--- config.mk ---
export PLATFORM = sky130hd
export DESIGN_NAME = approximate_word_distance_scan
export DESIGN_NICKNAME = d
export VERILOG_FILES = /design/src/rtl/awds_pkg.sv /design/src/rtl/approximate_word_distance_scan.sv /design/src/rtl/awds_word_ram.sv
export SDC_FILE = /design/constraint.sdc
export NUM_CORES = 1
export LEC_CHECK = 0
export ABC_AREA = 1
export BUFFER_PORTS_ARGS = -buffer_cell sky130_fd_sc_hd__buf_2
export CORE_ASPECT_RATIO = 0.5
export CORE_MARGIN = 3
export CORE_UTILIZATION = 45
export CTS_CLUSTER_SIZE = 30
export DETAILED_ROUTE_END_ITERATION = 8
export PLACE_DENSITY_LB_ADDON = 0.3
export SYNTH_ARGS = -nofsm -noshare
export SYNTH_HDL_FRONTEND = slang
export SYNTH_SLANG_ARGS = --single-unit
--- constraint.sdc ---
create_clock -name clock -period 4 [get_ports clock]
set_clock_uncertainty 0.2 [all_clocks]
set_input_delay 0.6 -clock clock [delete_from_list [all_inputs] [get_ports clock]]
set_output_delay 0.6 -clock clock [all_outputs]
set_load 0.05 [all_outputs]
--- src/rtl/awds_pkg.sv ---
// Shared types and fixed widths for the approximate word distance scanner.
// No dependencies.
package awds_pkg;

   localparam int LETTER_W = 8;
   localparam int LIMIT_W  = 6;
   localparam int COUNT_W  = 16;
   // Enough for the largest distance the walk can reach with words of up to 63 bytes.
   localparam int DIST_W   = 7;

   // Request mode codes.
   localparam logic MODE_QUERY = 1'b0;
   localparam logic MODE_CAND  = 1'b1;

   typedef logic [LETTER_W-1:0] letter_type;
   typedef logic [LIMIT_W-1:0]  limit_type;
   typedef logic [COUNT_W-1:0]  count_type;
   typedef logic [DIST_W-1:0]   dist_type;

endpackage

--- src/rtl/approximate_word_distance_scan.sv ---
// Approximate word distance scanner, top level.
// Depends on awds_pkg and awds_word_ram.
//
// Usage:
//  - req_* carries one byte per request: req_mode 0 = query byte, 1 = candidate
//    byte; req_word_end marks the last byte of a word. A query byte arriving
//    when no query is open starts a new query and clears the word and match
//    counters. Bytes beyond MAX_LEN are dropped and reported through overlong.
//  - rsp_* returns one result per candidate word: distance (saturated at 63),
//    match flag, word number since the query load and running match count.
//  - csr_* writes match_limit (reset value 1); csr_ready is always high.
//    Write it only while the block is idle.
// Flow: a byte without word_end does not stall the input. A candidate's last
// byte stalls the input through setup, the walk and finish; each walk step
// (at most the longer word's length) reads both byte stores synchronously,
// then compares and updates. The result then sits in the output register,
// and bytes keep flowing while the receiver stalls; only the next
// candidate's result waits for it.
// Reset: lengths, counters, flags and match_limit are cleared/preset; the
// byte stores are not cleared (they are only read below the stored lengths).
module approximate_word_distance_scan #(
   parameter int MAX_LEN = 32
) (
   input  logic                 clock,
   input  logic                 reset,
   input  logic                 req_valid,
   output logic                 req_stall,
   input  logic                 req_mode,
   input  awds_pkg::letter_type req_letter,
   input  logic                 req_word_end,
   output logic                 rsp_valid,
   input  logic                 rsp_stall,
   output logic [5:0]           rsp_word_distance,
   output logic                 rsp_is_match,
   output awds_pkg::count_type  rsp_word_number,
   output awds_pkg::count_type  rsp_match_total,
   output logic                 rsp_overlong,
   input  logic                 csr_valid,
   output logic                 csr_ready,
   input  awds_pkg::limit_type  csr_match_limit
);
   import awds_pkg::*;

   localparam int LEN_W  = $clog2(MAX_LEN + 1);
   localparam int ADDR_W = $clog2(MAX_LEN);

   localparam logic [2:0] ST_IDLE   = 3'd0;
   localparam logic [2:0] ST_SETUP  = 3'd1;
   localparam logic [2:0] ST_READ   = 3'd2;
   localparam logic [2:0] ST_CMP    = 3'd3;
   localparam logic [2:0] ST_FINISH = 3'd4;

   // control state
   logic [2:0]  state_ff, state_in;
   logic        query_open_ff, query_open_in;
   logic        cand_open_ff, cand_open_in;
   logic        cand_over_ff, cand_over_in;
   logic        overflow_ff, overflow_in;
   logic [LEN_W-1:0] qlen_ff, qlen_in;
   logic [LEN_W-1:0] clen_ff, clen_in;
   count_type   word_cnt_ff, word_cnt_in;
   count_type   match_cnt_ff, match_cnt_in;
   limit_type   limit_ff, limit_in;

   // walk state
   logic [LEN_W-1:0] long_len_ff, long_len_in;
   logic [LEN_W-1:0] short_len_ff, short_len_in;
   logic        equal_ff, equal_in;
   logic        cand_longer_ff, cand_longer_in;
   logic [LEN_W-1:0] i_ff, i_in;
   logic [LEN_W-1:0] j_ff, j_in;
   dist_type    dist_ff, dist_in;

   // output register
   logic        rsp_valid_ff, rsp_valid_in;
   logic [5:0]  rsp_dist_ff, rsp_dist_in;
   logic        rsp_match_ff, rsp_match_in;
   count_type   rsp_number_ff, rsp_number_in;
   count_type   rsp_total_ff, rsp_total_in;
   logic        rsp_over_ff, rsp_over_in;

   // memory ports
   logic              q_wr_en, c_wr_en, rd_en;
   logic [ADDR_W-1:0] q_wr_addr, c_wr_addr, q_rd_addr, c_rd_addr;
   letter_type        q_rd_data, c_rd_data;

   logic             req_accept;
   logic [LEN_W-1:0] q_base, c_base;
   logic             q_room, c_room;
   logic             out_free, hit;

   assign req_stall  = (state_ff != ST_IDLE);
   assign req_accept = req_valid & ~req_stall;
   assign csr_ready  = 1'b1;

   assign q_base = query_open_ff ? qlen_ff : '0;
   assign c_base = cand_open_ff ? clen_ff : '0;
   assign q_room = (q_base < LEN_W'(MAX_LEN));
   assign c_room = (c_base < LEN_W'(MAX_LEN));

   assign q_wr_en   = req_accept & (req_mode == MODE_QUERY) & q_room;
   assign c_wr_en   = req_accept & (req_mode == MODE_CAND) & c_room;
   assign q_wr_addr = q_base[ADDR_W-1:0];
   assign c_wr_addr = c_base[ADDR_W-1:0];

   // long word is walked by i, short word by j; equal lengths keep i == j
   assign q_rd_addr = cand_longer_ff ? j_ff[ADDR_W-1:0] : i_ff[ADDR_W-1:0];
   assign c_rd_addr = cand_longer_ff ? i_ff[ADDR_W-1:0] : j_ff[ADDR_W-1:0];

   assign out_free = ~rsp_valid_ff | ~rsp_stall;
   assign hit      = (dist_ff <= {1'b0, limit_ff});

   always_comb begin
      state_in       = state_ff;
      query_open_in  = query_open_ff;
      cand_open_in   = cand_open_ff;
      cand_over_in   = cand_over_ff;
      overflow_in    = overflow_ff;
      qlen_in        = qlen_ff;
      clen_in        = clen_ff;
      word_cnt_in    = word_cnt_ff;
      match_cnt_in   = match_cnt_ff;
      limit_in       = limit_ff;
      long_len_in    = long_len_ff;
      short_len_in   = short_len_ff;
      equal_in       = equal_ff;
      cand_longer_in = cand_longer_ff;
      i_in           = i_ff;
      j_in           = j_ff;
      dist_in        = dist_ff;
      rsp_valid_in   = rsp_valid_ff & rsp_stall;
      rsp_dist_in    = rsp_dist_ff;
      rsp_match_in   = rsp_match_ff;
      rsp_number_in  = rsp_number_ff;
      rsp_total_in   = rsp_total_ff;
      rsp_over_in    = rsp_over_ff;
      rd_en          = 1'b0;

      if (csr_valid) begin
         limit_in = csr_match_limit;
      end

      case (state_ff)
         ST_IDLE: begin
            if (req_accept && (req_mode == MODE_QUERY)) begin
               if (!query_open_ff) begin
                  // new query: drop counters and any partial candidate
                  word_cnt_in  = '0;
                  match_cnt_in = '0;
                  cand_open_in = 1'b0;
                  clen_in      = '0;
                  cand_over_in = 1'b0;
                  overflow_in  = 1'b0;
               end
               if (q_room) begin
                  qlen_in = q_base + LEN_W'(1);
               end else begin
                  qlen_in     = q_base;
                  overflow_in = 1'b1;
               end
               query_open_in = ~req_word_end;
            end else if (req_accept) begin
               query_open_in = 1'b0;
               cand_over_in  = cand_open_ff ? cand_over_ff : 1'b0;
               if (c_room) begin
                  clen_in = c_base + LEN_W'(1);
               end else begin
                  clen_in      = c_base;
                  cand_over_in = 1'b1;
               end
               cand_open_in = ~req_word_end;
               if (req_word_end) begin
                  state_in = ST_SETUP;
               end
            end
         end
         ST_SETUP: begin
            cand_longer_in = (clen_ff > qlen_ff);
            equal_in       = (clen_ff == qlen_ff);
            long_len_in    = (clen_ff > qlen_ff) ? clen_ff : qlen_ff;
            short_len_in   = (clen_ff > qlen_ff) ? qlen_ff : clen_ff;
            if (clen_ff == qlen_ff) begin
               dist_in = '0;
            end else if (clen_ff > qlen_ff) begin
               dist_in = DIST_W'(clen_ff - qlen_ff - LEN_W'(1));
            end else begin
               dist_in = DIST_W'(qlen_ff - clen_ff - LEN_W'(1));
            end
            i_in     = '0;
            j_in     = '0;
            state_in = ST_READ;
         end
         ST_READ: begin
            if ((i_ff < long_len_ff) && (j_ff < short_len_ff)) begin
               rd_en    = 1'b1;
               state_in = ST_CMP;
            end else begin
               state_in = ST_FINISH;
            end
         end
         ST_CMP: begin
            if (q_rd_data != c_rd_data) begin
               dist_in = dist_ff + DIST_W'(1);
               if (equal_ff) begin
                  j_in = j_ff + LEN_W'(1);
               end
            end else begin
               j_in = j_ff + LEN_W'(1);
            end
            i_in     = i_ff + LEN_W'(1);
            state_in = ST_READ;
         end
         ST_FINISH: begin
            if (out_free) begin
               rsp_valid_in  = 1'b1;
               rsp_dist_in   = (dist_ff > DIST_W'(63)) ? 6'd63 : dist_ff[5:0];
               rsp_match_in  = hit;
               rsp_number_in = word_cnt_ff;
               rsp_over_in   = overflow_ff | cand_over_ff;
               if (hit && (match_cnt_ff != '1)) begin
                  match_cnt_in = match_cnt_ff + COUNT_W'(1);
                  rsp_total_in = match_cnt_ff + COUNT_W'(1);
               end else begin
                  rsp_total_in = match_cnt_ff;
               end
               word_cnt_in = word_cnt_ff + COUNT_W'(1);
               state_in    = ST_IDLE;
            end
         end
         default: begin
            state_in = ST_IDLE;
         end
      endcase
   end

   always_ff @(posedge clock) begin
      if (reset) begin
         state_ff      <= ST_IDLE;
         query_open_ff <= 1'b0;
         cand_open_ff  <= 1'b0;
         cand_over_ff  <= 1'b0;
         overflow_ff   <= 1'b0;
         qlen_ff       <= '0;
         clen_ff       <= '0;
         word_cnt_ff   <= '0;
         match_cnt_ff  <= '0;
         limit_ff      <= LIMIT_W'(1);
         rsp_valid_ff  <= 1'b0;
      end else begin
         state_ff      <= state_in;
         query_open_ff <= query_open_in;
         cand_open_ff  <= cand_open_in;
         cand_over_ff  <= cand_over_in;
         overflow_ff   <= overflow_in;
         qlen_ff       <= qlen_in;
         clen_ff       <= clen_in;
         word_cnt_ff   <= word_cnt_in;
         match_cnt_ff  <= match_cnt_in;
         limit_ff      <= limit_in;
         rsp_valid_ff  <= rsp_valid_in;
      end
   end

   always_ff @(posedge clock) begin
      long_len_ff    <= long_len_in;
      short_len_ff   <= short_len_in;
      equal_ff       <= equal_in;
      cand_longer_ff <= cand_longer_in;
      i_ff           <= i_in;
      j_ff           <= j_in;
      dist_ff        <= dist_in;
      rsp_dist_ff    <= rsp_dist_in;
      rsp_match_ff   <= rsp_match_in;
      rsp_number_ff  <= rsp_number_in;
      rsp_total_ff   <= rsp_total_in;
      rsp_over_ff    <= rsp_over_in;
   end

   awds_word_ram #(
      .DEPTH  (MAX_LEN),
      .ADDR_W (ADDR_W)
   ) u_query_ram (
      .clock   (clock),
      .wr_en   (q_wr_en),
      .wr_addr (q_wr_addr),
      .wr_data (req_letter),
      .rd_en   (rd_en),
      .rd_addr (q_rd_addr),
      .rd_data (q_rd_data)
   );

   awds_word_ram #(
      .DEPTH  (MAX_LEN),
      .ADDR_W (ADDR_W)
   ) u_cand_ram (
      .clock   (clock),
      .wr_en   (c_wr_en),
      .wr_addr (c_wr_addr),
      .wr_data (req_letter),
      .rd_en   (rd_en),
      .rd_addr (c_rd_addr),
      .rd_data (c_rd_data)
   );

   assign rsp_valid         = rsp_valid_ff;
   assign rsp_word_distance = rsp_dist_ff;
   assign rsp_is_match      = rsp_match_ff;
   assign rsp_word_number   = rsp_number_ff;
   assign rsp_match_total   = rsp_total_ff;
   assign rsp_overlong      = rsp_over_ff;

endmodule

--- src/rtl/awds_word_ram.sv ---
// Word byte store: one write port, one read port, registered read data.
// Depends on awds_pkg.
module awds_word_ram #(
   parameter int DEPTH  = 32,
   parameter int ADDR_W = 5
) (
   input  logic                clock,
   input  logic                wr_en,
   input  logic [ADDR_W-1:0]   wr_addr,
   input  awds_pkg::letter_type wr_data,
   input  logic                rd_en,
   input  logic [ADDR_W-1:0]   rd_addr,
   output awds_pkg::letter_type rd_data
);
   import awds_pkg::*;

   letter_type mem_ff [DEPTH];
   letter_type rd_data_ff;

   always_ff @(posedge clock) begin
      if (wr_en) begin
         mem_ff[wr_addr] <= wr_data;
      end
      if (rd_en) begin
         rd_data_ff <= mem_ff[rd_addr];
      end
   end

   assign rd_data = rd_data_ff;

endmodule
==> results of run 1 <==
==> layout make-up <==
type	instances	area, um^2
Multi-Input combinational cell	1900	8680
Timing Repair Buffer	104	691
Inverter	234	878
Fill cell	5671	31500
Tap cell	871	1090
Sequential cell	659	19200
Clock buffer	86	1630
Clock inverter	24	166
==> where the power goes <==
part | switching (mW) | internal, mW | total, mW
logic | 1.76 | 0.662 | 2.42
registers | 0.0813 | 7.65 | 7.73
clock network | 2.47 | 2.95 | 5.42
==> worst min path at each step <==
stage	cells past startpoint	slack, ns	from	to
floorplan	0	0.21	word_cnt_ff[13]	rsp_word_number[13]
global placement	0	0.22	word_cnt_ff[13]	rsp_word_number[13]
detailed placement	0	0.22	word_cnt_ff[13]	rsp_word_number[13]
CTS	3	0.001	csr_valid	limit_ff[0]
global route	3	0.02	csr_valid	limit_ff[0]
finish	3	0.03	csr_valid	limit_ff[0]
==> kinds of logic after synthesis <==
logic type | after synthesis | share of synthesized area
compound gates | 201 | 0.0398
xor+xnor | 24 | 0.00715
other cells | 1 | 0.000128
simple gates | 1630 | 0.228
buf+inv | 356 | 0.0524
flops | 659 | 0.653
fa+ha+maj | 44 | 0.0192
==> per-layer routing <==
| metal | global-route usage | wire length (um) |
|---|---|---|
| met5 | 0 | 0 |
| met4 | 0.0479 | 1630 |
| met2 | 0.319 | 31400 |
| met1 | 0.301 | 32300 |
| met3 | 0.0416 | 6070 |
==> stage by stage <==
step,power [mW],area (um^2)
4_1_cts,15.7,32300
6_report,15.6,32300
5_1_grt,16.3,32300
3_3_place_gp,10.3,30500
2_1_floorplan,9.56,29400
3_5_place_dp,10.3,30500
==> critical path, stage by stage (launching register included) <==
cell      delay, ns
edfxtp_1       0.83
inv_2          0.10
nand2_2        0.10
nand2_4        0.29
inv_2          0.17
buf_12         0.37
nand2_1        0.09
nand2_1        0.16
nand2_1        0.07
nand3_1        0.10
nand3_1        0.07
nand2_1        0.09
nand2_1        0.08
nand2_1        0.11
==> state kept, by name (all words and copies together), names as in the netlist, 3 cells and up <==
name                 count
state_ff                 3
short_len_ff             6
dist_ff                  7
long_len_ff              6
u_query_ram.mem_ff     256
rsp_match_total         16
j_ff                     6
i_ff                     6
limit_ff                 6
word_cnt_ff             16
u_cand_ram.mem_ff      256
u_query_ram.rd_data      8
u_cand_ram.rd_data       8
rsp_word_distance        6
qlen_ff                  6
rsp_word_number         16
clen_ff                  6
match_cnt_ff            16
==> cells in the final DEF (no fill, tap or decap), types with 42 or more instances in the layout <==
cell,instances
nand2_1,1152
edfxtp_1,601
nand3_1,261
inv_1,223
nor2_1,132
o21ai_0,77
buf_2,62
clkbuf_16,61
a21oi_1,60
dfxtp_1,58
ha_1,42
==> synth_stat cells (all sizes together) <==
master	count
inv	233
o21ai	86
nor2	141
o22ai	1
o21a	4
a22oi	1
ha	42
xor2	16
a21boi	1
nand2	1176
nand3	263
nor3	18
edfxtp	601
nor4b	1
nand4	14
a311oi	1
xnor2	8
nor4	1
o211ai	36
and3	1
clkbuf	31
buf	91
a21oi	68
a221oi	1
or2	2
nand3b	5
clkinv	1
nor3b	1
and2	7
a211oi	1
conb	1
a31oi	1
fa	2
dfxtp	58
==> summary.md, run 1 <==
| Metric | Value |
|---|---|
| Pre-CTS setup slack | `slightly below 0.9 ns` |
| Max_cap viols | `0` |
| Worst min-delay path class | `primary input to flip-flop` |
| Ys Warns | `0` |
| WHS | `~0.031 ns` |
| Vias | `about 20,000` |
| Setup_tns | `0 ns` |
| Post-synthesis sequential area ratio | `0.653` |
| Starting Density | `0.460` |
| Mapped Area | `about 29,000 um^2` |
| Reg-to-reg startpoint | `cand_longer_ff` |
| Flops & latches, synth | `659` |
| Startpoint Class | `flip-flop` |
| Pleak | `~13 nW` |
| Post-Place Cells | `roughly 3,800` |
| H-Tree Depth | `2` |
| Worst slew pin tran | `approximately 1.2 ns` |
| Antenna-violating nets left | `0` |
| Worst-path clk slew | `about 0.070 ns` |
| Peak supply drop | `0.000282 V` |
| Tmin final | `between 3 and 4 ns` |
| Initial DRC Count | `around 2,200` |
| Die width | `367 um` |
| Final hold vios | `0` |
| Total grt overflow | `0` |
| Die ar. | `around 69,000 um^2` |
| CP Capture Type | `flip-flop` |
| Clock buffer depth | `3` |
| Synth area leaders | `edfxtp_1 61%, nand2_1 15%, nand3_1 4.4%` |
| CP endpoint | `u_query_ram.rd_data[3]` |
| Syn nets | `2,980` |
| Final period util | `0.761` |
| Setup CP Type | `flip-flop to flip-flop` |
| Core footprint | `between 60,000 and 70,000 um^2` |
| Post-synth cell types | `between 40 and 50` |
| Cells after synthesis | `slightly below 3,000` |
| Largest net degree at the start of global routing | `97` |
| Total routed wirelength | `~71 mm` |
| CTS Sinks | `between 600 and 700` |
| Share of layout cells above drive strength 1 | `0.0798` |
| Final worst setup slack | `approximately 0.96 ns` |
| DR DRC count | `0` |
| Relative slew slack | `0.219` |
| Register-to-register setup slack | `roughly 0.96 ns` |
| Final setup fails | `0` |
| Initial DRT Pass Iterations | `6` |
| R2r endpoint | `u_query_ram.rd_data[3]` |
| TritonCTS clock tree | `built` |
| Initial antenna violation count | `1` |
| Req. time, crit path | `around 4.3 ns` |
| Avg Cell Area, Syn | `10.1 um^2` |
| Worst EP arrival | `3.33 ns` |
| Hold Buf Count CTS | `1` |
| Status | `complete, no violations` |
| Crit path from | `cand_longer_ff` |
| Vias in the first global route | `19,282` |
| Post-CTS resize count | `0` |
| I/O pin cnt | `64` |
| Inserted Diodes | `0` |
| Syn-to-layout area delta | `10.0%` |
| Clock latency on the worst-skew pair | `0.62 ns` |
| Power per cell area | `between 400 and 500 nW/um^2` |
| Vias per inst | `about 5.2` |
| Nets@finish | `3,023` |
| TritonCTS buffer count | `between 50 and 60` |
| Finished Layout Cells | `slightly below 4,000` |
| WL per Instance | `18.4 um` |
| Final Max Slew Viols | `0` |
| Post-CTS Setup Inserts | `0` |
| CP Max Fanout | `96` |
| Overall Global Routing Usage | `0.206` |
| CTS Root Cell | `clkbuf_16` |
| Maximum clock rate | `328 MHz` |
| Num rows | `65` |
| RSZ-0062 raised after global routing | `no` |
| Reg2reg path depth | `13` |
| First-pass GRT wire length | `approximately 110 mm` |
| Routability cong. | `a little under 0.9` |
| Final HPWL DP | `~45 mm` |
| Synth top area share | `0.614` |
| Port Buffers | `62` |
| Utilization after layout | `0.507` |
| Area leader, netlist | `edfxtp_1` |
| Die extent in y | `roughly 190 um` |
Power figures use the tool's default switching activity.
==> inputs of run 2 (changes only) <==
Settings changed: ABC_AREA 1 to 0.
Clock period 4 ns to 2.6 ns, I/O delays scaled along.
==> run 2 against run 1 <==
  * The flow now finishes with violations (setup timing)
  * Critical path depth shrank 6
  * Wire length grew 7.6%
  * Via count shrank 4.5%
  * Synthesized cell count shrank 28%
  * First-iteration DRC count grew 8.3%
  * Sequential cell count is the same
  * Utilization grew 5.9 points
  * Critical path type unchanged
  * Largest cell class unchanged
==> summary.md, run 2 <==
| Metric | Value |
|---|---|
| Setup_tns | `-0.541 ns` |
| Post-synth ARST share | `0` |
| Tmin final | `2.79 ns` |
| Startpoint Class | `flip-flop` |
| Most common cell after layout, fill and taps aside | `edfxtp_1` |
| Overall Global Routing Usage | `0.227` |
| Share of layout cells above drive strength 1 | `0.265` |
| Most instantiated library cell after synthesis | `edfxtp_1` |
| Clock latency on the worst-skew pair | `0.61 ns` |
| Flops & latches, synth | `~660` |
| CP Capture Type | `flip-flop` |
| Most instantiated cells after synthesis | `601 x edfxtp_1, 275 x nand2_1, 154 x nor2_1` |
| Post-synth EDFFs | `about 600` |
| Synth area leaders | `edfxtp_1 63%, mux4_2 5.4%, dfxtp_1 4.0%` |
| Ys Warns | `0` |
| Total grt overflow | `0` |
| Final setup fails | `11` |
| Peak supply drop | `roughly 0.00051 V` |
| Core footprint | `between 60,000 and 70,000 um^2` |
| CTS Root Cell | `clkbuf_16` |
| Final instance area | `around 35,000 um^2` |
| TritonCTS clock tree | `built` |
| Setup CP Type | `flip-flop to flip-flop` |
| Worst min-delay path class | `primary input to flip-flop` |
| Pleak | `roughly 12 nW` |
| First-pass GRT wire length | `115 mm` |
| Syn nets | `approximately 2,200` |
| RSZ-0062 raised after global routing | `yes` |
| Syn-to-layout area delta | `22.3%` |
| Post-Place Cells | `approximately 3,100` |
| Antenna-violating nets left | `0` |
| Starting Density | `0.462` |
| Final HPWL DP | `between 40 and 50 mm` |
| Port Buffers | `62` |
| Synth top area share | `0.629` |
| Maximum clock rate | `about 360 MHz` |
| Final hold vios | `0` |
| Die extent in y | `between 150 and 200 um` |
| Top_reg_cell synth | `edfxtp_1` |
| Adder-Cell Fraction of Synth Area | `0.0197` |
| Largest family of logic cells by synthesized area | `simple AND/OR/NAND/NOR gates` |
| Clock power share | `0.416` |
| CTS Sinks | `roughly 660` |
| Slowest stage cell, crit path | `mux4_2` |
| Total routed wirelength | `between 70 and 80 mm` |
| Max_cap viols | `0` |
| Nets@finish | `approximately 2,500` |
| Avg Cell Area, Syn | `~14 um^2` |
| CP Max Fanout | `6` |
| Sw frac | `0.212` |
| Vias | `19,239` |
| Post-synthesis simple-gate area fraction | `0.104` |
| Finished Layout Cells | `between 3,000 and 4,000` |
| NetSw | `4.66 mW` |
| Utilization after layout | `0.565` |
| Critical Path Most Common Cell | `buf_12` |
| Die width | `363 um` |
| Mux contribution to synthesized area | `0.0686` |
| Area leader, netlist | `edfxtp_1` |
| Critical Path, Cell by Cell | `buf_6, mux2i_4, buf_12, buf_12, mux4_2, o211ai_1, a32oi_2` |
| Cells after synthesis | `between 2,000 and 2,500` |
| Relative slew slack | `0.450` |
| H-Tree Depth | `2` |
| Req. time, crit path | `~2.7 ns` |
| Part of the power in combinational logic | `0.057` |
| Final period util | `1.07` |
| Mapped Area | `28,700 um^2` |
| Vias in the first global route | `about 19,000` |
| Initial DRT Pass Iterations | `6` |
| Clock buffer depth | `3` |
| Int Pwr | `around 17 mW` |
| Worst slew pin tran | `0.825 ns` |
| DR DRC count | `0` |
| Post-Synth XOR/XNOR Area | `0.0159` |
| Vias per inst | `5.87` |
| Status | `finished with violations` |
| Initial antenna violation count | `1` |
| Biggest regs | `u_cand_ram.mem_ff x256, u_query_ram.mem_ff x256` |
| Die ar. | `67,000 um^2` |
| Post-synthesis sequential area ratio | `0.669` |
| Inserted Diodes | `0` |
| Area after DPL | `32,000 um^2` |
| Final worst setup slack | `-0.186 ns` |
| Worst-path clk slew | `approximately 0.070 ns` |
| WL per Instance | `23.5 um` |
| Worst EP arrival | `between 2 and 3 ns` |
| Post-synth cell types | `just under 90` |
| Reg power frac | `0.528` |
| Initial DRC Count | `between 2,000 and 2,500` |
| Routability cong. | `0.900` |
| Power per cell area | `around 630 nW/um^2` |
| TritonCTS buffer count | `57` |
| Synth Area in Compound Gates | `0.0951` |
| Failing checks | `setup timing` |
| Max stage delay on crit path | `0.52 ns` |
| Final Max Slew Viols | `0` |
| I/O pin cnt | `64` |
| Most frequent cells in the layout | `601 x edfxtp_1, 266 x nand2_1, 240 x buf_4` |
| Num rows | `64` |
| Largest net degree at the start of global routing | `65` |
==> run 2: cell types whose count changed in the layout (fill, tap and decap cells not counted), sizes merged, moves of 19 or more <==
cell	previous run	this run
a211oi	1	23
a22oi	1	60
a311oi	1	20
and3	1	30
buf	103	351
inv	234	65
mux2i	0	24
mux4	0	71
nand2	1176	276
nand2b	0	31
nand3	263	54
o21ai	86	47
o22ai	1	28
xnor2	8	27
==> run 2: critical path: cells and delay by family, from the launching register on <==
| kind | cells | cell delay [ns] |
|---|---|---|
| buffers and inverters | 3 | 0.46 |
| muxes | 2 | 0.79 |
| AOI/OAI and AO/OA | 2 | 0.68 |
| DFF | 1 | 0.37 |
==> run 2: area by class of cell <==
cell class	instances	area, um^2
clock buffer	69	1480
clock inverter	37	500
fill	4860	27000
inverter	65	254
multi-input combinational	1247	9300
sequential	659	19200
tap	825	1030
timing repair buffer	374	3340
==> run 2: cells by family (layout without fill, tap and decap cells) <==
group                    after synthesis  count (layout)
buffers and inverters                179             545
other                                  1               1
flip-flops                           659             659
XOR/XNOR                              52              52
adder cells (fa/ha/maj)               44              44
AND/OR/NAND/NOR                      655             655
AO/OA/AOI/OAI                        391             391
multiplexers                         104             104
==> run 2: per-stage QoR <==
| stage | setup WS, ns | hold WS, ns | power [mW] |
|---|---|---|---|
| after floorplan | -0.0785 | 0.229 | 12.4 |
| after global placement | -0.266 | 0.250 | 12.9 |
| after global routing | -0.174 | 0.0489 | 22.6 |
| after detailed placement | -0.295 | 0.261 | 12.9 |
| final | -0.186 | 0.0677 | 22.0 |
| after CTS | -0.121 | 0.0327 | 22.1 |
==> run 2: metal layers <==
metal | vias up | wire length (um) | GRT usage
met1 | 9643 | 34200 | 0.337
met5 | - | 0 | 0
met2 | 836 | 34400 | 0.348
li1 | 8634 | - | -
met3 | 126 | 6590 | 0.0450
met4 | 0 | 1700 | 0.0493
==> run 2: final timing paths <==
| kind | slack, ns | cells past startpoint | to | from |
|---|---|---|---|---|
| worst max-delay path | -0.19 | 7 | u_query_ram.rd_data[6] | cand_longer_ff |
| worst min-delay path | 0.07 | 3 | query_open_ff | reset |
| worst max register to register | -0.19 | 7 | u_query_ram.rd_data[6] | cand_longer_ff |
| worst min register to register | 0.29 | 0 | rsp_word_number[15] | word_cnt_ff[15] |
==> run 2: power by group through the flow <==
| stage | combinational [mW] | clock (mW) | sequential (mW) |
|---|---|---|---|
| after floorplan | 0.558 | 0 | 11.8 |
| after detailed placement | 1.09 | 0 | 11.8 |
| after CTS | 1.17 | 9.28 | 11.6 |
| after global routing | 1.33 | 9.71 | 11.6 |
| after global placement | 1.07 | 0 | 11.8 |
| final | 1.25 | 9.15 | 11.6 |
==> run 2: what timing repair did <==
| item | in CTS | in global routing |
|---|---|---|
| endpoints found under the setup margin | 33 | 206 |
| hold buffers | 18 | 0 |
| buffers inserted | 9 | 7 |
| cloned | 5 | 3 |
| endpoints found under the hold margin | 12 | 0 |
| gates resized for setup | 45 | 93 |
| pin swaps | 9 | 21 |
